$ cat src/hdl/wpm_pkg.sv
package wpm_pkg;

    localparam int MAX_PATTERN = 64;
    localparam int LANES       = 8;
    localparam int NUM_CHUNKS  = MAX_PATTERN / LANES;
    localparam int SYM_W       = 8;
    localparam int IDX_W       = $clog2(MAX_PATTERN);
    localparam int LEN_W       = IDX_W + 1;
    localparam int LANE_W      = $clog2(LANES);
    localparam int CHUNK_W     = IDX_W - LANE_W;
    localparam int WORD_W      = LANES * SYM_W;

    localparam logic [SYM_W-1:0] SYM_STAR = 8'd42;
    localparam logic [SYM_W-1:0] SYM_ANY  = 8'd63;

    typedef enum logic [1:0] {
        MODE_CLEAR   = 2'd0,
        MODE_APPEND  = 2'd1,
        MODE_TEXT    = 2'd2,
        MODE_RESTART = 2'd3
    } t_mode;

    typedef enum logic [3:0] {
        ST_IDLE  = 4'b0001,
        ST_FETCH = 4'b0010,
        ST_CALC  = 4'b0100,
        ST_EMIT  = 4'b1000
    } t_state;

    typedef struct packed {
        logic clear;
        logic append;
        logic restart;
        logic text_start;
        logic fetch;
        logic calc;
        logic emit;
    } t_dp_cmd;

    typedef struct packed {
        logic len_zero;
        logic last_chunk;
        logic out_free;
    } t_dp_status;

endpackage

$ cat src/hdl/wpm_datapath.sv
module wpm_datapath (
    input  logic                  i_clk,
    input  logic                  i_rst_n,
    input  wpm_pkg::t_dp_cmd      i_cmd,
    input  logic [7:0]            i_symbol,
    input  logic                  i_m_tready,
    output wpm_pkg::t_dp_status   o_status,
    output logic                  o_m_valid,
    output logic                  o_matched,
    output logic                  o_overflow
);
    import wpm_pkg::*;

    // pattern bytes, one word of LANES bytes per chunk
    logic [WORD_W-1:0]  r_mem [NUM_CHUNKS];
    logic [WORD_W-1:0]  r_rd_data;

    logic [LEN_W-1:0]   r_len;
    logic [LEN_W-1:0]   len_m1;
    logic               r_ovf;
    logic [MAX_PATTERN-1:0] r_row;
    logic [MAX_PATTERN-1:0] r_empty_row;
    logic               r_all_star;
    logic               r_at_start;
    logic [SYM_W-1:0]   r_sym;
    logic [CHUNK_W-1:0] r_chunk;
    logic               r_left;
    logic               r_diag;
    logic               r_out_valid;
    logic               r_matched;
    logic               r_out_ovf;

    logic               room;
    logic               star_bit;
    logic [MAX_PATTERN-1:0] n_empty_row;
    logic [LANES-1:0]   n_cells;
    logic               n_left;
    logic               n_diag;
    logic [LANES-1:0]   up_bits;
    logic               whole;

    assign room     = (r_len < LEN_W'(MAX_PATTERN));
    assign star_bit = r_all_star && (i_symbol == SYM_STAR) && room;
    assign n_empty_row = r_empty_row | (MAX_PATTERN'(star_bit) << r_len[IDX_W-1:0]);
    assign len_m1   = r_len - LEN_W'(1);
    assign up_bits  = r_row[r_chunk*LANES +: LANES];

    always_comb begin
        logic             left;
        logic             diag;
        logic [SYM_W-1:0] p;
        left = r_left;
        diag = r_diag;
        n_cells = '0;
        for (int j = 0; j < LANES; j++) begin
            p = r_rd_data[j*SYM_W +: SYM_W];
            if (p == SYM_STAR) begin
                n_cells[j] = left | up_bits[j];
            end else if (p == SYM_ANY || p == r_sym) begin
                n_cells[j] = diag;
            end else begin
                n_cells[j] = 1'b0;
            end
            left = n_cells[j];
            diag = up_bits[j];
        end
        n_left = left;
        n_diag = diag;
    end

    assign whole = (r_len == '0) ? r_at_start : r_row[len_m1[IDX_W-1:0]];

    always_ff @(posedge i_clk) begin
        if (i_cmd.append && room) begin
            r_mem[r_len[IDX_W-1:LANE_W]][r_len[LANE_W-1:0]*SYM_W +: SYM_W] <= i_symbol;
        end
        if (i_cmd.fetch) begin
            r_rd_data <= r_mem[r_chunk];
        end
        if (i_cmd.text_start) begin
            r_sym <= i_symbol;
        end
        if (i_cmd.emit) begin
            r_matched <= whole;
            r_out_ovf <= r_ovf;
        end
    end

    always_ff @(posedge i_clk) begin
        if (!i_rst_n) begin
            r_len       <= '0;
            r_ovf       <= 1'b0;
            r_row       <= '0;
            r_empty_row <= '0;
            r_all_star  <= 1'b1;
            r_at_start  <= 1'b1;
            r_chunk     <= '0;
            r_left      <= 1'b0;
            r_diag      <= 1'b0;
            r_out_valid <= 1'b0;
        end else begin
            if (i_cmd.clear) begin
                r_len       <= '0;
                r_ovf       <= 1'b0;
                r_row       <= '0;
                r_empty_row <= '0;
                r_all_star  <= 1'b1;
                r_at_start  <= 1'b1;
            end
            if (i_cmd.append) begin
                if (room) begin
                    r_len      <= r_len + LEN_W'(1);
                    r_all_star <= star_bit;
                end else begin
                    r_ovf <= 1'b1;
                end
                r_empty_row <= n_empty_row;
                r_row       <= n_empty_row;
                r_at_start  <= 1'b1;
            end
            if (i_cmd.restart) begin
                r_row      <= r_empty_row;
                r_at_start <= 1'b1;
            end
            if (i_cmd.text_start) begin
                r_chunk    <= '0;
                r_left     <= 1'b0;
                r_diag     <= r_at_start;
                r_at_start <= 1'b0;
            end
            if (i_cmd.calc) begin
                r_row[r_chunk*LANES +: LANES] <= n_cells;
                r_left  <= n_left;
                r_diag  <= n_diag;
                r_chunk <= r_chunk + CHUNK_W'(1);
            end
            if (i_cmd.emit) begin
                r_out_valid <= 1'b1;
            end else if (i_m_tready) begin
                r_out_valid <= 1'b0;
            end
        end
    end

    assign o_status.len_zero   = (r_len == '0);
    assign o_status.last_chunk = (r_chunk == len_m1[IDX_W-1:LANE_W]);
    assign o_status.out_free   = !r_out_valid || i_m_tready;
    assign o_m_valid  = r_out_valid;
    assign o_matched  = r_matched;
    assign o_overflow = r_out_ovf;

endmodule

$ cat src/hdl/wpm_ctrl.sv
module wpm_ctrl (
    input  logic                  i_clk,
    input  logic                  i_rst_n,
    input  logic                  i_s_valid,
    input  wpm_pkg::t_mode        i_mode,
    input  wpm_pkg::t_dp_status   i_status,
    output logic                  o_s_ready,
    output wpm_pkg::t_dp_cmd      o_cmd
);
    import wpm_pkg::*;

    t_state r_state;
    t_state n_state;
    logic   take;

    assign o_s_ready = (r_state == ST_IDLE);
    assign take      = o_s_ready && i_s_valid;

    always_comb begin
        n_state = r_state;
        o_cmd   = '0;
        unique case (r_state)
            ST_IDLE: begin
                if (take) begin
                    unique case (i_mode)
                        MODE_CLEAR:   o_cmd.clear = 1'b1;
                        MODE_APPEND:  o_cmd.append = 1'b1;
                        MODE_RESTART: begin
                            o_cmd.restart = 1'b1;
                            n_state = ST_EMIT;
                        end
                        MODE_TEXT: begin
                            o_cmd.text_start = 1'b1;
                            n_state = i_status.len_zero ? ST_EMIT : ST_FETCH;
                        end
                        default: ;
                    endcase
                end
            end
            ST_FETCH: begin
                o_cmd.fetch = 1'b1;
                n_state = ST_CALC;
            end
            ST_CALC: begin
                o_cmd.calc = 1'b1;
                n_state = i_status.last_chunk ? ST_EMIT : ST_FETCH;
            end
            ST_EMIT: begin
                if (i_status.out_free) begin
                    o_cmd.emit = 1'b1;
                    n_state = ST_IDLE;
                end
            end
            default: n_state = ST_IDLE;
        endcase
    end

    always_ff @(posedge i_clk) begin
        if (!i_rst_n) begin
            r_state <= ST_IDLE;
        end else begin
            r_state <= n_state;
        end
    end

endmodule

$ cat src/hdl/wildcard_pattern_matcher.sv
// Glob matcher: '?' matches any one byte, '*' any run of bytes (also empty).
// Slave channel: one beat per item. tuser[1:0] is the mode (clear pattern,
// append pattern byte, text byte, restart text); tdata[7:0] is the symbol.
// Master channel: one beat for each text byte and each restart, carrying
// tdata[0] = whole pattern matches the text so far, tdata[1] = sticky
// overflow (a pattern byte beyond 64 was dropped). Clear and append give
// no beat. A restart goes through the emit state; its result beat is
// registered from there, and the emit state waits while the output
// register is full. A text byte walks the stored pattern eight positions
// at a time through one fetch/compute pair on the pattern memory, then
// passes through the emit state likewise to give its result beat.
// The slave side takes one item at a time; a new item is accepted while the
// previous result still waits in the output register, and a stalled receiver
// holds the next result in its final state until the register frees.
// Reset (i_rst_n low, synchronous) empties the pattern, clears overflow and
// rewinds the text; no pass over the pattern memory is needed.
module wildcard_pattern_matcher (
    input  logic       i_clk,
    input  logic       i_rst_n,
    input  logic       i_s_axis_tvalid,
    output logic       o_s_axis_tready,
    input  logic [7:0] i_s_axis_tdata,   // [7:0] symbol
    input  logic [1:0] i_s_axis_tuser,   // [1:0] mode
    output logic       o_m_axis_tvalid,
    input  logic       i_m_axis_tready,
    output logic [7:0] o_m_axis_tdata    // [0] matched, [1] pattern_overflow, [7:2] zero
);
    import wpm_pkg::*;

    t_dp_cmd    cmd;
    t_dp_status status;
    logic       matched;
    logic       overflow;

    wpm_ctrl u_ctrl (
        .i_clk     (i_clk),
        .i_rst_n   (i_rst_n),
        .i_s_valid (i_s_axis_tvalid),
        .i_mode    (t_mode'(i_s_axis_tuser)),
        .i_status  (status),
        .o_s_ready (o_s_axis_tready),
        .o_cmd     (cmd)
    );

    wpm_datapath u_dp (
        .i_clk      (i_clk),
        .i_rst_n    (i_rst_n),
        .i_cmd      (cmd),
        .i_symbol   (i_s_axis_tdata),
        .i_m_tready (i_m_axis_tready),
        .o_status   (status),
        .o_m_valid  (o_m_axis_tvalid),
        .o_matched  (matched),
        .o_overflow (overflow)
    );

    assign o_m_axis_tdata = {6'b0, overflow, matched};

endmodule
$ cat config.mk
export PLATFORM = sky130hd
export DESIGN_NAME = wildcard_pattern_matcher
export DESIGN_NICKNAME = d
export VERILOG_FILES = /design/src/hdl/wpm_pkg.sv /design/src/hdl/wpm_datapath.sv /design/src/hdl/wpm_ctrl.sv /design/src/hdl/wildcard_pattern_matcher.sv
export SDC_FILE = /design/constraint.sdc
export NUM_CORES = 1
export LEC_CHECK = 0
export ABC_AREA = 1
export BUFFER_PORTS_ARGS = -buffer_cell sky130_fd_sc_hd__buf_2
export CAP_MARGIN = 40
export CORE_ASPECT_RATIO = 0.6
export CORE_MARGIN = 4
export CORE_UTILIZATION = 45
export CTS_BUF_LIST = sky130_fd_sc_hd__clkbuf_4
export DETAILED_ROUTE_END_ITERATION = 8
export GPL_TIMING_DRIVEN = 0
export HOLD_SLACK_MARGIN = 0.02
export PLACE_DENSITY_LB_ADDON = 0.3
export SLEW_MARGIN = 5
export SYNTH_ARGS = -nofsm -noshare
export SYNTH_HDL_FRONTEND = slang
export SYNTH_HIERARCHICAL = 1
export SYNTH_SLANG_ARGS = --single-unit
$ cat constraint.sdc
create_clock -name i_clk -period 4 [get_ports i_clk]
set_input_delay 0.8 -clock i_clk [delete_from_list [all_inputs] [get_ports i_clk]]
set_output_delay 0.8 -clock i_clk [all_outputs]
set_load 0.02 [all_outputs]
==> results of run 1 <==
## power by group through the flow
stage	combinational [uW]	clock, uW	sequential, uW
after detailed placement	705	0	8390
after CTS	740	6320	8220
after floorplan	383	0	8380
after global placement	694	0	8390
after global routing	834	6750	8220
final	824	6220	8230
## state kept, by name, summed over array words and instances (netlist names)
| signal | flops |
|---|---|
| u_dp/r_mem | 512 |
| u_dp/r_empty_row | 64 |
| u_dp/r_rd_data | 64 |
| u_dp/r_row | 64 |
| u_dp/r_sym | 8 |
| u_dp/r_len | 7 |
| u_ctrl/r_state | 4 |
| u_dp/r_chunk | 3 |
| u_dp/o_m_valid | 1 |
| u_dp/o_matched | 1 |
| u_dp/o_overflow | 1 |
| u_dp/r_all_star | 1 |
| u_dp/r_at_start | 1 |
| u_dp/r_diag | 1 |
| u_dp/r_left | 1 |
| u_dp/r_ovf | 1 |
## path summary, 6_finish.rpt
kind / slack [ps] / end / from
worst max-delay path: -90 / u_dp/r_mem[3][7] / u_dp/r_len[0]
worst min-delay path: 140 / u_dp/r_empty_row[50] / i_s_axis_tuser[0]
worst max register to register: -90 / u_dp/r_mem[3][7] / u_dp/r_len[0]
worst min register to register: 390 / u_dp/o_overflow / u_dp/r_ovf
## through the flow
step | instances | power [uW]
2_1_floorplan | 3217 | 8760
3_3_place_gp | 4196 | 9090
3_5_place_dp | 4263 | 9100
4_1_cts | 4580 | 15300
5_1_grt | 4596 | 15800
6_report | 4604 | 15300
## synth_stat cells, types with 35 or more instances
master    number
nor2_1       639
dfxtp_1      148
a31oi_1       50
nand3_1       68
a211oi_1      41
clkbuf_1     148
a21oi_1      201
edfxtp_1     586
nand2_1      357
o22ai_1       67
nor3_1        35
o21ai_0      420
inv_1        142
## kinds of logic after synthesis
kind of cell | share of synthesized area
buf+inv | 0.0483
fa+ha+maj | 0.00348
simple gates | 0.149
mux | 0.000348
compound gates | 0.154
other cells | 0.000116
flops | 0.636
xor+xnor | 0.00840
## metal layers
layer | track usage | wire length (microns) | up-vias
met3 | 0.177 | 25400 | 240
met5 | 0 | 128 | -
li1 | - | - | 12100
met4 | 0.0948 | 3140 | 6
met2 | 0.384 | 45400 | 2370
met1 | 0.542 | 59000 | 13600
## repair_timing
item | 4_1_cts | 5_1_grt
cloned | 0 | 0
endpoints found under the setup margin | 1018 | 626
resized for setup | 124 | 45
endpoints found under the hold margin | 10 | 0
pin swaps | 3 | 1
hold buffers | 10 | 0
setup buffers | 3 | 4
## worst max-delay path, delay by kind of cell (launching register included)
family / cells / cell delay (ps)
flops: 1 / 330
fa+ha+maj: 2 / 570
simple gates: 3 / 790
buf+inv: 8 / 2080
## final cells by class
type | count | area, sq um
fillers | 6489 | 33200
well taps | 962 | 1200
inverters | 159 | 602
diodes | 14 | 35.0
multi-input cells | 2107 | 10800
clock inverters | 64 | 394
plain buffers | 214 | 977
repair buffers | 108 | 996
clock buffers | 242 | 1820
flip-flops and latches | 734 | 20600
==> flow_summary.ini, run 1 <==
[status]
outcome = finished with violations
violations = negative setup slack

[pwr]
swShare = 0.251
irDropWorstVdd_mv = 0.263
internal_power_uw = 11400
p_leak_uw = 0.0136
power.switching_uw = 3820
pwr-share-comb = 0.054
power.density_mw_per_mm2 = 408
power_frac_clock = 0.407
p_seq_frac = 0.539

[detailed_routing]
drc = 0
vias = 28300
drtIter0Drc = 4980
first_pass_iters = 6
drt-vias-per-instance = 6.14
ant_nets = 0
post_drt_wl_per_cell_microns = 28.9
routed_wl_mm = 133

[logic_synthesis]
async_flop_share = 0
synth_warnings = 6
synth_edf_count = 586
ys_ff_latch = 734
avgSynthCellArea_sq_um = 10.1
seq_area_frac_synth = 0.636
synth_area_sq_mm = 0.0323
synth.area.top_cells = edfxtp_1 54%, dfxtp_1 9.2%, nor2_1 7.4%
synthCells = 3212
synth_flop_cell = edfxtp_1
ys_types = 52
post-synth-top-area-cell = edfxtp_1
netlist.area_leader.share = 0.544

[floorplan]
core_sq_mm = 0.0706
die_h_microns = 216
rows = 75
io_pins = 24
die_area_sq_mm = 0.0763
start_util = 0.458
die_w_microns = 354

[worst_setup_path]
cp_slowest_cell = nor2_1
worstPathRequired_ps = 4760
startpoint_type = flop
critPathKind = flop to flop
timing.critical_path.cells = clkbuf_4 -> inv_1 -> buf_2 -> clkbuf_4 -> ha_2 -> ha_1 -> inv_1 -> clkbuf_2 -> nand3_1 -> nor2_1 -> clkinv_2 -> nor3_4 -> buf_12
path_max_fanout = 11
arrival_ps = 4850
crit_path_max_incr_delay_ps = 370
r2r_cells = 13
worstSetupEndpointType = flop

[timing]
hold_viol_final = 0
finClkSkew_ps = 77.2
maxSlewViolCount = 0
fmax_ghz = 0.245
finalCritPeriodShare = 1.02
finalWorstSetupSlack_ps = -88.6
slew_headroom = 0.298
min_period_ps = 4090
whs_ps = 144
worst_slew_pin_slew_ps = 1050
rsz0062_at_grt = true
setup_violations = 50
final.setup.tns_ps = -2130

[cts]
cts_root_buffer = clkbuf_4
cts_tree = yes
clk_path_buf_depth = 3
clock-sinks = 734
path_clk_slew_ps = 70
cts_buffers = 171
clk_latency_ps = 1100
htreeDepth = 4

[finish]
nets = 3518
final_common_cell = edfxtp_1
fin_util = 0.530
design_area_sq_mm = 0.0374
area_growth_pct = 15.6
mostFrequentLayoutCells = 586 x edfxtp_1, 556 x nor2_1, 419 x o21ai_0, 356 x nand2_1, 246 x clkbuf_4
post_route_cells_drive_above_1_share = 0.161

[min_path]
worstHoldPathType = input pin to flop
min_path_cells = 5

[global_route]
grt_remaining_overflow = 0
grt_pass1_vias = 25000
grt_first_pass_wirelength_mm = 184
grt_usage = 0.341
grt_start_max_net_pins = 43
antenna_found_initial = 10

[placed_design]
placed_area_sq_mm = 0.0343
dp_hpwl_mm = 100
portBuffers = 17
routabilityCongestion = 1.10
place_ws_ps = -990

[job]
cap_viol_max_count = 0
Power figures use the tool's default switching activity.
==> run 2, diff against run 1 <==
--- a/config.mk
+++ b/config.mk
@@ -16,6 +16,7 @@
 export GPL_TIMING_DRIVEN = 0
 export HOLD_SLACK_MARGIN = 0.02
 export PLACE_DENSITY_LB_ADDON = 0.3
+export REMOVE_ABC_BUFFERS = 1
 export SLEW_MARGIN = 5
 export SYNTH_ARGS = -nofsm -noshare
 export SYNTH_HDL_FRONTEND = slang
==> flow_summary.ini, run 2 (synthesis gave the netlist of run 1 again) <==
[pwr]
irDropWorstVdd_mv = 0.223
p_leak_uw = 0.0132
power.density_mw_per_mm2 = 412

[detailed_routing]
post_drt_wl_per_cell_microns = 22.4
drt-vias-per-instance = 5.82
first_pass_iters = 6
drtIter0Drc = 3429
ant_nets = 0
drc = 0
routed_wl_mm = 97.7
vias = 25300

[placed_design]
placed_area_sq_mm = 0.0338
routabilityCongestion = 0.902
place_ws_ps = -918
dp_hpwl_mm = 60.3
portBuffers = 17

[cts]
cts_buffers = 173
clk_path_buf_depth = 3
cts_root_buffer = clkbuf_4
cts_hold_buf = 0
cts_tree = yes
path_clk_slew_ps = 70
clk_latency_ps = 970
clock-sinks = 734
htreeDepth = 4

[global_route]
use_met1 = 0.367
grtUsageMet2 = 0.330
antenna_found_initial = 3
grt_first_pass_wirelength_mm = 143
grt_remaining_overflow = 0
grt_start_max_net_pins = 119
grt_pass1_vias = 23100
grt_usage = 0.246
gr-usage-met3 = 0.0918
grt-busiest-layer = met1

[min_path]
worstHoldPathType = input pin to flop

[floorplan]
die_area_sq_mm = 0.0763
core_sq_mm = 0.0706
io_pins = 24
die_h_microns = 216
start_util = 0.458
die_w_microns = 354
rows = 75

[finish]
nets = 3291
largest_reg_flops = 512
mostFrequentLayoutCells = 586 x edfxtp_1, 584 x nor2_1, 420 x o21ai_0, 356 x nand2_1, 252 x clkbuf_4
design_area_sq_mm = 0.0366
final_common_cell = edfxtp_1
area_growth_pct = 13.2
post_route_cells_drive_above_1_share = 0.148

[worst_setup_path]
worstSetupEndpointType = flop
arrival_ps = 4690
worstPathRequired_ps = 4780
critPathKind = flop to flop
path_max_fanout = 51
startpoint_type = flop

[timing]
finalCritPeriodShare = 0.977
slew_headroom = 0.382
finalWorstSetupSlack_ps = 90.5
maxSlewViolCount = 0
whs_ps = 152
hold_viol_final = 0
fmax_ghz = 0.256
finClkSkew_ps = 113
worst_slew_pin_slew_ps = 926
setup_violations = 0
min_period_ps = 3910

[job]
cap_viol_max_count = 0

[status]
outcome = finished, final reports clean
-- run 2: layout make-up --
class,instances,area [sq um]
Antenna cell,3,7.51
Clock buffer,252,1890
Clock inverter,44,310
Fill cell,6305,34000
Inverter,159,641
Multi-Input combinational cell,2107,10700
Sequential cell,734,20600
Tap cell,962,1200
Timing Repair Buffer,93,1310
-- run 2: final timing paths --
| path | start | endpoint | slack [ps] | depth (start not counted) |
|---|---|---|---|---|
| worst max-delay path | u_dp/r_chunk[1] | u_dp/r_row[5] | 90 | 12 |
| worst min-delay path | i_m_axis_tready | u_dp/o_m_valid | 150 | 4 |
| worst max register to register | u_dp/r_chunk[1] | u_dp/r_row[5] | 90 | 12 |
| worst min register to register | u_dp/r_empty_row[17] | u_dp/r_row[17] | 430 | 2 |
-- run 2: per-layer routing --
metal | routed length [microns] | vias up
met2 | 39000 | 1507
met4 | 2260 | 2
li1 | - | 11600
met3 | 13500 | 185
met1 | 42900 | 12000
met5 | 90 | -
-- run 2: power breakdown --
group          internal, uW  leakage [uW]  switching, uW
Combinational           177       0.00472            520
Sequential             8200       0.00717           37.8
Clock                  3140       0.00131           3020
-- run 2: what timing repair did --
| action | 4_1_cts | 5_1_grt |
|---|---|---|
| gates resized for setup | 94 | 10 |
| pin swaps | 0 | 0 |
| setup endpoints to repair | 893 | 773 |
| gates cloned | 1 | 1 |
| buffers inserted | 2 | 8 |
-- run 2: metrics by stage --
step / utilization / std cells / setup TNS, ps / total power [uW]
after CTS: 0.515 / 4339 / -8.38 / 15200
after floorplan: - / 3000 / -1587790 / 8720
final: 0.519 / 4354 / 0 / 15100
after global placement: 0.463 / 3979 / -6936820 / 8980
after global routing: 0.519 / 4354 / -4.09 / 15700
after detailed placement: 0.478 / 4040 / -402770 / 9050
-- run 2: critical path: stages, from the launching register on --
cell        delay [ps]
dfxtp_4            430
buf_16             230
buf_16             210
inv_8              290
buf_16             290
ha_2               230
ha_2               340
inv_1              140
nor4_1             290
nand2_1            350
clkinvlp_4         380
a21oi_1             70
a221oi_1           310
